**src/hw/rtl/assert_macros.svh**
```systemverilog
// assertion macros included by the top level rtl file
`ifndef ASSERT_MACROS_SVH
`define ASSERT_MACROS_SVH

// same-cycle implication
`define ASSERT_IMP(lbl, clk, rstn, ante, cons, msg) \
  lbl: assert property (@(posedge clk) disable iff (!rstn) (ante) |-> (cons)) \
    else $error(msg);

// next-cycle implication
`define ASSERT_NXT(lbl, clk, rstn, ante, cons, msg) \
  lbl: assert property (@(posedge clk) disable iff (!rstn) (ante) |=> (cons)) \
    else $error(msg);

`endif

```
**src/hw/rtl/fdc_pkg.sv**
```systemverilog
// package: types, opcodes and constants of the floppy disk controller
package fdc_pkg;

  localparam int DRIVE_COUNT_DEF       = 4;
  localparam int TRACK_COUNT_DEF       = 40;
  localparam int SECTORS_PER_TRACK_DEF = 16;
  localparam int SECTOR_BYTES_DEF      = 256;

  typedef enum logic [1:0] {
    ACT_WRITE  = 2'd0,
    ACT_READ   = 2'd1,
    ACT_STATUS = 2'd2,
    ACT_LOAD   = 2'd3
  } action_e;

  typedef struct packed {
    logic       use_mem;
    logic [7:0] value;
  } resp_t;

  // opcodes
  localparam logic [4:0] OP_SENSE_DRIVE = 5'd4;
  localparam logic [4:0] OP_WRITE       = 5'd5;
  localparam logic [4:0] OP_READ        = 5'd6;
  localparam logic [4:0] OP_RECAL       = 5'd7;
  localparam logic [4:0] OP_SENSE_INT   = 5'd8;
  localparam logic [4:0] OP_READ_ID     = 5'd10;
  localparam logic [4:0] OP_SEEK        = 5'd15;

  localparam logic [3:0] CMD_MAX = 4'd9;

  localparam logic [3:0] CMD_LEN [32] = '{
    4'd1, 4'd1, 4'd9, 4'd3, 4'd2, 4'd9, 4'd9, 4'd2,
    4'd1, 4'd9, 4'd2, 4'd1, 4'd9, 4'd6, 4'd1, 4'd3,
    4'd1, 4'd9, 4'd1, 4'd1, 4'd1, 4'd1, 4'd1, 4'd1,
    4'd1, 4'd9, 4'd1, 4'd1, 4'd1, 4'd1, 4'd9, 4'd1
  };

  // main status values and flags
  localparam logic [7:0] MSR_IDLE   = 8'h80;
  localparam logic [7:0] MSR_RESULT = 8'hD0;
  localparam logic [7:0] MSR_READ   = 8'hF0;
  localparam logic [7:0] MSR_WRITE  = 8'hB0;
  localparam logic [7:0] MSR_BUSY   = 8'h10;
  localparam logic [7:0] MSR_EXEC   = 8'h20;

  // status byte bits
  localparam logic [7:0] ST0_NO_DISK   = 8'hD8;
  localparam logic [7:0] ST0_ABNORMAL  = 8'h40;
  localparam logic [7:0] ST0_SEEK_END  = 8'h20;
  localparam logic [7:0] ST0_RECAL_ERR = 8'h30;
  localparam logic [7:0] ST0_FAULT     = 8'h38;
  localparam logic [7:0] ST0_MASK      = 8'h3F;
  localparam logic [7:0] ST0_NOT_READY = 8'h08;
  localparam logic [7:0] ST0_INVALID   = 8'h80;
  localparam logic [7:0] ST1_END_CYL   = 8'h80;
  localparam logic [7:0] ST3_WPROT     = 8'h40;
  localparam logic [7:0] ST3_READY     = 8'h20;
  localparam logic [7:0] ST3_TRACK0    = 8'h10;
  localparam logic [7:0] ST3_TWO_SIDE  = 8'h08;
  localparam logic [7:0] ID_SIZE_CODE  = 8'h41;
  localparam logic [7:0] RECAL_STEPS   = 8'd77;

endpackage

```
**src/hw/rtl/fdc_ctrl.sv**
```systemverilog
// command collection, command execution and transfer address logic
module fdc_ctrl #(
  parameter int DRIVE_COUNT       = fdc_pkg::DRIVE_COUNT_DEF,
  parameter int TRACK_COUNT       = fdc_pkg::TRACK_COUNT_DEF,
  parameter int SECTORS_PER_TRACK = fdc_pkg::SECTORS_PER_TRACK_DEF,
  parameter int SECTOR_BYTES      = fdc_pkg::SECTOR_BYTES_DEF,
  parameter int STORE_BYTES       = 655360,
  parameter int MEM_AW            = 20,
  parameter int XFER_AW           = 22,
  parameter int CNT_W             = 13
) (
  input  logic                clk_i,
  input  logic                rst_ni,
  input  logic                cfg_we_i,
  input  logic [0:0]          cfg_index_i,
  input  logic [3:0]          cfg_data_i,
  input  logic                fire_i,
  input  fdc_pkg::action_e    action_i,
  input  logic [7:0]          data_i,
  input  logic [19:0]         image_address_i,
  output logic                mem_we_o,
  output logic [MEM_AW-1:0]   mem_waddr_o,
  output logic [7:0]          mem_wdata_o,
  output logic                mem_re_o,
  output logic [MEM_AW-1:0]   mem_raddr_o,
  output fdc_pkg::resp_t      resp_o
);

  localparam int DRIVE_SPAN = TRACK_COUNT * SECTORS_PER_TRACK * SECTOR_BYTES;
  localparam int TRACK_SPAN = SECTORS_PER_TRACK * SECTOR_BYTES;

  logic [3:0]         present_q, present_d, wprot_q, wprot_d;
  logic [7:0]         cmd_q [9];
  logic [7:0]         cmd_d [9];
  logic [3:0]         cnt_q, cnt_d;
  logic               exec_q, exec_d, giving_q, giving_d;
  logic [7:0]         msr_q, msr_d;
  logic [7:0]         st_q [3];
  logic [7:0]         st_d [3];
  logic [7:0]         res_q [7];
  logic [7:0]         res_d [7];
  logic [2:0]         idx_q, idx_d, tot_q, tot_d;
  logic [1:0]         sel_q, sel_d;
  logic [7:0]         trk_q [4];
  logic [7:0]         trk_d [4];
  logic [XFER_AW-1:0] base_q, base_d;
  logic [CNT_W-1:0]   xcnt_q, xcnt_d, len_q, len_d;

  logic               run, give7, id_fix;
  logic [4:0]         op;
  logic [7:0]         c1, st, trk_rd, xtrk, sidx;
  logic [1:0]         drv, trk_idx;
  logic [8:0]         nsec, lim;
  logic [XFER_AW-1:0] xa, base_calc;

  function automatic logic has_disk(input logic [1:0] d, input logic [3:0] present);
    has_disk = ({1'b0, d} < 3'(DRIVE_COUNT)) && present[d];
  endfunction

  always_comb begin
    present_d = present_q;
    wprot_d   = wprot_q;
    cmd_d     = cmd_q;
    cnt_d     = cnt_q;
    exec_d    = exec_q;
    giving_d  = giving_q;
    msr_d     = msr_q;
    st_d      = st_q;
    res_d     = res_q;
    idx_d     = idx_q;
    tot_d     = tot_q;
    sel_d     = sel_q;
    trk_d     = trk_q;
    base_d    = base_q;
    xcnt_d    = xcnt_q;
    len_d     = len_q;
    run       = 1'b0;
    give7     = 1'b0;
    id_fix    = 1'b0;
    st        = '0;
    nsec      = '0;
    lim       = '0;
    xa        = base_q + XFER_AW'(xcnt_q);
    mem_we_o    = 1'b0;
    mem_waddr_o = '0;
    mem_wdata_o = data_i;
    mem_re_o    = 1'b0;
    mem_raddr_o = MEM_AW'(xa);
    resp_o      = '{use_mem: 1'b0, value: 8'h00};

    if (cfg_we_i) begin
      if (cfg_index_i == 1'b0) begin
        present_d = cfg_data_i;
      end else begin
        wprot_d = cfg_data_i;
      end
    end

    // command byte collection
    if (fire_i && action_i == fdc_pkg::ACT_WRITE) begin
      if (exec_q) begin
        run = 1'b1;
      end else begin
        if (cnt_q == 4'd0) begin
          cmd_d[0] = {3'b000, data_i[4:0]};
          cnt_d    = 4'd1;
          msr_d    = msr_d | fdc_pkg::MSR_BUSY;
        end else if (cnt_q < fdc_pkg::CMD_LEN[cmd_q[0][4:0]] && cnt_q < fdc_pkg::CMD_MAX) begin
          cmd_d[cnt_q] = data_i;
          cnt_d        = cnt_q + 4'd1;
        end
        if (cnt_d >= fdc_pkg::CMD_LEN[cmd_d[0][4:0]]) begin
          cnt_d = 4'd0;
          msr_d = msr_d | fdc_pkg::MSR_EXEC;
          run   = 1'b1;
        end
      end
    end

    op      = cmd_d[0][4:0];
    c1      = cmd_d[1];
    drv     = c1[1:0];
    trk_idx = (op == fdc_pkg::OP_SENSE_INT) ? sel_q : drv;
    trk_rd  = trk_q[trk_idx];
    xtrk    = (op == fdc_pkg::OP_WRITE) ? cmd_d[2] : trk_rd;
    sidx    = (cmd_d[4] != 8'd0 && 32'(cmd_d[4]) <= SECTORS_PER_TRACK) ?
              cmd_d[4] - 8'd1 : 8'd0;
    base_calc = XFER_AW'(drv) * XFER_AW'(DRIVE_SPAN)
              + XFER_AW'(xtrk) * XFER_AW'(TRACK_SPAN)
              + XFER_AW'(sidx) * XFER_AW'(SECTOR_BYTES);

    if (run) begin
      case (op)
        fdc_pkg::OP_SENSE_DRIVE: begin
          sel_d = drv;
          st    = {5'b00000, c1[2:0]};
          if (wprot_q[drv]) st = st | fdc_pkg::ST3_WPROT;
          if (has_disk(drv, present_q)) st = st | fdc_pkg::ST3_READY;
          if (trk_rd == 8'd0) st = st | fdc_pkg::ST3_TRACK0;
          if (st[2]) st = st | fdc_pkg::ST3_TWO_SIDE;
          res_d[0] = st;
          tot_d    = 3'd1;
          idx_d    = 3'd0;
          exec_d   = 1'b0;
          giving_d = 1'b1;
          msr_d    = fdc_pkg::MSR_RESULT;
        end
        fdc_pkg::OP_WRITE: begin
          if (!exec_q) begin
            sel_d      = drv;
            trk_d[drv] = cmd_d[2];
            exec_d     = 1'b1;
            if (!has_disk(drv, present_q)) begin
              st_d[0] = {6'b000000, drv} | fdc_pkg::ST0_NO_DISK;
              give7   = 1'b1;
            end else begin
              nsec = (cmd_d[6] >= cmd_d[4]) ?
                     {1'b0, cmd_d[6]} - {1'b0, cmd_d[4]} + 9'd1 : 9'd1;
              lim  = 9'(SECTORS_PER_TRACK) - {1'b0, sidx};
              if (nsec > lim) nsec = lim;
              base_d = base_calc;
              len_d  = CNT_W'(nsec) * CNT_W'(SECTOR_BYTES);
              xcnt_d = '0;
              msr_d  = fdc_pkg::MSR_WRITE;
            end
          end else begin
            if (32'(xa) < 32'(STORE_BYTES)) begin
              mem_we_o    = 1'b1;
              mem_waddr_o = MEM_AW'(xa);
            end
            xcnt_d = xcnt_q + CNT_W'(1);
            if (xcnt_d == len_q) begin
              st_d[0] = {5'b00000, c1[2:0]};
              give7   = 1'b1;
            end
          end
        end
        fdc_pkg::OP_READ: begin
          sel_d = drv;
          if (!has_disk(drv, present_q)) begin
            st_d[0] = {6'b000000, drv} | fdc_pkg::ST0_NO_DISK;
            give7   = 1'b1;
          end else begin
            exec_d = 1'b1;
            base_d = base_calc;
            len_d  = CNT_W'(SECTOR_BYTES);
            xcnt_d = '0;
            msr_d  = fdc_pkg::MSR_READ;
          end
        end
        fdc_pkg::OP_RECAL: begin
          st_d[1] = 8'h00;
          st_d[2] = 8'h00;
          sel_d   = drv;
          st      = {5'b00000, c1[2:0]};
          if (!has_disk(drv, present_q)) begin
            st = st | fdc_pkg::ST0_NO_DISK;
          end else if (trk_rd > fdc_pkg::RECAL_STEPS) begin
            trk_d[drv] = trk_rd - fdc_pkg::RECAL_STEPS;
            st         = st | fdc_pkg::ST0_RECAL_ERR;
          end else begin
            trk_d[drv] = 8'd0;
            st         = st | fdc_pkg::ST0_SEEK_END;
          end
          st_d[0] = st;
          msr_d   = fdc_pkg::MSR_IDLE | (8'd1 << drv);
          exec_d  = 1'b0;
        end
        fdc_pkg::OP_SENSE_INT: begin
          msr_d = fdc_pkg::MSR_RESULT;
          tot_d = 3'd2;
          idx_d = 3'd0;
          st    = st_q[0];
          if (!has_disk(sel_q, present_q)) st = st | fdc_pkg::ST0_NOT_READY;
          if ((st & fdc_pkg::ST0_FAULT) == 8'h00) st = st | fdc_pkg::ST0_INVALID;
          st       = st & fdc_pkg::ST0_MASK;
          res_d[0] = st;
          st_d[0]  = 8'h00;
          res_d[1] = trk_rd;
          exec_d   = 1'b0;
          giving_d = 1'b1;
        end
        fdc_pkg::OP_READ_ID: begin
          sel_d = drv;
          if (!has_disk(drv, present_q)) begin
            st_d[0] = {6'b000000, drv} | fdc_pkg::ST0_NO_DISK;
          end else begin
            st_d[0] = {5'b00000, c1[2:0]};
            id_fix  = 1'b1;
          end
          give7 = 1'b1;
        end
        fdc_pkg::OP_SEEK: begin
          msr_d = fdc_pkg::MSR_IDLE | (8'd1 << drv);
          sel_d = drv;
          if (!has_disk(drv, present_q)) begin
            st_d[0] = {6'b000000, drv} | fdc_pkg::ST0_NO_DISK;
            give7   = 1'b1;
          end else begin
            trk_d[drv] = cmd_d[2];
            st_d[0]    = fdc_pkg::ST0_SEEK_END | {5'b00000, c1[2:0]};
            exec_d     = 1'b0;
          end
        end
        default: begin
        end
      endcase
    end

    if (fire_i) begin
      case (action_i)
        fdc_pkg::ACT_READ: begin
          if (exec_q) begin
            if (cmd_q[0][4:0] == fdc_pkg::OP_READ) begin
              mem_re_o       = 1'b1;
              resp_o.use_mem = (32'(xa) < 32'(STORE_BYTES));
              xcnt_d         = xcnt_q + CNT_W'(1);
              if (xcnt_d == len_q) begin
                st_d[0] = {5'b00000, cmd_q[1][2:0]} | fdc_pkg::ST0_ABNORMAL;
                st_d[1] = fdc_pkg::ST1_END_CYL;
                give7   = 1'b1;
              end
            end
          end else if (giving_q) begin
            if (idx_q != 3'd7) resp_o.value = res_q[idx_q];
            idx_d = idx_q + 3'd1;
            if (idx_d == tot_q) begin
              msr_d    = fdc_pkg::MSR_IDLE;
              giving_d = 1'b0;
            end
          end
        end
        fdc_pkg::ACT_STATUS: begin
          resp_o.value = msr_q;
        end
        fdc_pkg::ACT_LOAD: begin
          if (32'(image_address_i) < 32'(STORE_BYTES)) begin
            mem_we_o    = 1'b1;
            mem_waddr_o = MEM_AW'(image_address_i);
          end
        end
        default: begin
        end
      endcase
    end

    // seven-byte result phase
    if (give7) begin
      res_d[0] = st_d[0];
      res_d[1] = st_d[1];
      res_d[2] = st_d[2];
      res_d[3] = cmd_d[2];
      res_d[4] = cmd_d[3];
      res_d[5] = cmd_d[4];
      res_d[6] = cmd_d[5];
      msr_d    = fdc_pkg::MSR_RESULT;
      idx_d    = 3'd0;
      tot_d    = 3'd7;
      st_d[0]  = 8'h00;
      st_d[1]  = 8'h00;
      st_d[2]  = 8'h00;
      exec_d   = 1'b0;
      giving_d = 1'b1;
    end
    if (id_fix) res_d[5] = fdc_pkg::ID_SIZE_CODE;
  end

  always_ff @(posedge clk_i or negedge rst_ni) begin
    if (!rst_ni) begin
      present_q <= '0;
      wprot_q   <= '0;
      cmd_q     <= '{default: 8'h00};
      cnt_q     <= '0;
      exec_q    <= 1'b0;
      giving_q  <= 1'b0;
      msr_q     <= fdc_pkg::MSR_IDLE;
      st_q      <= '{default: 8'h00};
      idx_q     <= '0;
      tot_q     <= '0;
      sel_q     <= '0;
      trk_q     <= '{default: 8'h00};
      base_q    <= '0;
      xcnt_q    <= '0;
      len_q     <= '0;
    end else begin
      present_q <= present_d;
      wprot_q   <= wprot_d;
      cmd_q     <= cmd_d;
      cnt_q     <= cnt_d;
      exec_q    <= exec_d;
      giving_q  <= giving_d;
      msr_q     <= msr_d;
      st_q      <= st_d;
      idx_q     <= idx_d;
      tot_q     <= tot_d;
      sel_q     <= sel_d;
      trk_q     <= trk_d;
      base_q    <= base_d;
      xcnt_q    <= xcnt_d;
      len_q     <= len_d;
    end
  end

  always_ff @(posedge clk_i) begin
    res_q <= res_d;
  end

endmodule

```
**config.mk**
```make
export PLATFORM = sky130hd
export DESIGN_NAME = fdc_ctrl
export DESIGN_NICKNAME = d
export VERILOG_FILES = /design/src/hw/rtl/assert_macros.svh /design/src/hw/rtl/fdc_pkg.sv /design/src/hw/rtl/fdc_ctrl.sv
export SDC_FILE = /design/constraint.sdc
export NUM_CORES = 1
export LEC_CHECK = 0
export BUFFER_PORTS_ARGS = -buffer_cell sky130_fd_sc_hd__buf_2
export CAP_MARGIN = 40
export CORE_ASPECT_RATIO = 1.25
export CORE_MARGIN = 3
export CORE_UTILIZATION = 66
export DETAILED_ROUTE_END_ITERATION = 7
export GPL_TIMING_DRIVEN = 0
export PLACE_DENSITY = 0.86
export SLEW_MARGIN = 20
export SYNTH_ARGS = -nofsm -noshare
export SYNTH_HDL_FRONTEND = slang
export SYNTH_SLANG_ARGS = --single-unit
export TNS_END_PERCENT = 20
```
**constraint.sdc**
```tcl
create_clock -name clk_i -period 14.1 [get_ports clk_i]
set_input_delay 1.41 -clock clk_i [delete_from_list [all_inputs] [get_ports clk_i]]
set_output_delay 1.41 -clock clk_i [all_outputs]
set_load 0.1 [all_outputs]
```
==> flow_summary.json <==
{
  "stdcell_count": 1920,
  "core_sq_um": 20900,
  "die_x_um": 137,
  "grt_max_degree": 63,
  "worst_hold_path_type": "reg -> reg",
  "fillers": 1473,
  "irDropWorstVdd_mv": 0.252,
  "ant_nets": 0,
  "clk_latency_ns": 0.53,
  "fin_tns_setup_ns": 0,
  "critPathSlowestCell": "a31oi_1",
  "ios": 98,
  "overflow": 0,
  "report.final.slew_viol_count": 0,
  "cts_tree": "done",
  "busiest_layer": "met2",
  "utilization": 0.757,
  "grt_pass1_wl_mm": 67.3,
  "arrival_ns": 8.08,
  "cts-root-buf": "clkbuf_16",
  "rows": 59,
  "dieArea_sq_um": 23100,
  "drive_gt1_frac": 0.170,
  "finalSetupViolCount": 0,
  "place_inst": 1875,
  "finalWirelength_mm": 43.5,
  "yosysSeqAreaShare": 0.405,
  "met2_usage": 0.630,
  "grt_pass1_vias": 12500,
  "fin_area_sq_um": 15800,
  "synth_top_family_by_area": "compound AO/OA/AOI/OAI gates",
  "synthAdderAreaFrac": 0.0783,
  "worstSetupStartpointType": "flop",
  "area_delta_synth_final_pct": 12.3,
  "crit_top_cell": "o21a_1",
  "grt_use_met3": 0.0513,
  "crit_fanout": 10,
  "synth_compound_gate_area_share": 0.184,
  "clock_sinks": 220,
  "maxCapViolCount": 0,
  "yosys.area_share.xor_xnor": 0.0267,
  "ys_ff_latch": 220,
  "yosysWarnings": 0,
  "relSlewSlack": 0.401,
  "syn_area_per_cell_sq_um": 9.40,
  "synthDistinctLibCells": 97,
  "clock_path_buffers": 3,
  "total_power_w": 0.00317,
  "power_leakage_nw": 7.30,
  "gr-usage-met1": 0.456,
  "multi_input_area_sq_um": 7740,
  "hold_violations": 0,
  "finalClockSkew_ns": 0.0156,
  "port_buffers": 96,
  "status": "complete, no violations",
  "synth_edf_count": 48,
  "cts_hold_buf": 0,
  "worstSetupPathType": "reg -> reg",
  "dr.pass1.iters": 6,
  "syn_inst": 1498,
  "gp_congestion": 0.983,
  "synthArstFlopShare": 0.745,
  "crit_required_ns": 14.57,
  "hpwl_mm": 32.7,
  "end_kind": "flop",
  "final_common_cell": "nand2_1",
  "cts_buffers": 23,
  "grt_usage": 0.375,
  "cts.htree.levels": 1,
  "syn-cell-area_sq_um": 14100,
  "placed_area_sq_um": 15000,
  "avgRoutedWirePerCell_um": 22.7,
  "yosys.area_share.simple": 0.173,
  "ys_dominant_reg_cell": "dfrtp_1",
  "clk_pin_slew_ns": 0.06,
  "antenna_cells": 0,
  "cts.repair.resized": 0,
  "initial_utilization": 0.674,
  "viasPerCell": 6.57,
  "final_cell_mix": "176 x nand2_1, 163 x dfrtp_1, 135 x nor2_1",
  "die_h_um": 169,
  "tightest_slew_ns": 0.890,
  "drc": 0,
  "slowest_delay_ns": 0.57,
  "antenna_found_initial": 1,
  "register_area_sq_um": 5710,
  "period_share": 0.540,
  "rsz0062_at_grt": "no",
  "vias": 12600,
  "drt-initial-drc-count": 1305,
  "muxShareOfSynthArea": 0.0869,
  "num-nets-final": 1752,
  "post_cts_buffers": 0,
  "pwr_density_cell_nw_per_um2": 201,
  "fmax_mhz": 131,
  "period_needed_ns": 7.61
}
## worst paths after layout
path / slack, ns / cells after the start / endpoint / start
max: 6.49 / 32 / len_q[8]$_DFFE_PN0P_ / cmd_q[64]$_DFF_PN0_
min: 0.49 / 2 / base_q[11]$_DFFE_PN0P_ / base_q[11]$_DFFE_PN0P_
max reg2reg: 6.49 / 32 / len_q[8]$_DFFE_PN0P_ / cmd_q[64]$_DFF_PN0_
min reg2reg: 0.49 / 2 / base_q[11]$_DFFE_PN0P_ / base_q[11]$_DFFE_PN0P_
max in group asynchronous: 12.32 / 3 / trk_q[19]$_DFFE_PN0P_ / rst_ni
min in group asynchronous: 0.78 / 1 / cmd_q[21]$_DFF_PN0_ / rst_ni
## metrics by stage
stage               hold WS, ns  setup WS [ns]
floorplan                 0.451           6.82
global placement          0.464           6.24
detailed placement        0.478           6.35
CTS                       0.493           6.64
global route              0.511           6.04
finish                    0.488           6.49
## report_power, final
| part | total, W | switching, W | internal [W] |
|---|---|---|---|
| Combinational | 0.00169 | 0.00108 | 0.000604 |
| Sequential | 0.000857 | 0.0000850 | 0.000772 |
| Clock | 0.000627 | 0.000256 | 0.000371 |
## worst max-delay path, delay by kind of cell, from the launching register on
family                   cells  cell delay, ns
adder cells (fa/ha/maj)      4            1.23
buffers and inverters        5            0.60
multiplexers                 2            0.71
AO/OA/AOI/OAI               15            3.35
flip-flops                   1            0.53
AND/OR/NAND/NOR              6            1.14
## cells by family (layout without fill, tap and decap cells)
logic type | after synthesis | after routing
simple gates | 517 | 517
compound gates | 384 | 384
flops | 220 | 220
xor+xnor | 43 | 43
buf+inv | 145 | 292
other cells | 2 | 3
mux | 103 | 103
fa+ha+maj | 84 | 84
## Yosys cell counts (all sizes together) (40+ instances only)
cell type	instances	area [sq um]
o211ai	41	318
inv	58	218
a21oi	95	502
buf	40	244
ha	77	963
nor2	137	529
clkbuf	45	169
o21ai	87	454
nand2	177	667
dfrtp	163	4080
mux2	54	608
edfxtp	48	1440
## flip-flops by register name (all words and copies together) (netlist names), 2 cells and up
| name | flops |
|---|---|
| base_q | 13 |
| cmd_q | 48 |
| cnt_q | 4 |
| idx_q | 3 |
| len_q | 5 |
| msr_q | 8 |
| present_q | 4 |
| res_q | 56 |
| sel_q | 2 |
| st_q | 23 |
| tot_q | 3 |
| trk_q | 32 |
| wprot_q | 4 |
| xcnt_q | 13 |
## layout make-up
type,instances,area share
multi-input cells,1134,0.490
inverters,60,0.0142
clock inverters,9,0.00894
plain buffers,85,0.0261
well taps,274,0.0217
clock buffers,33,0.0400
flip-flops and latches,220,0.361
repair buffers,105,0.0384
## per-layer routing
layer | wire length (um) | part of all wire
met5 | 15 | 0.00034
met4 | 3360 | 0.077
met2 | 20700 | 0.48
met1 | 15900 | 0.37
met3 | 3540 | 0.081
Note: power is estimated with default switching activity, not from simulation.
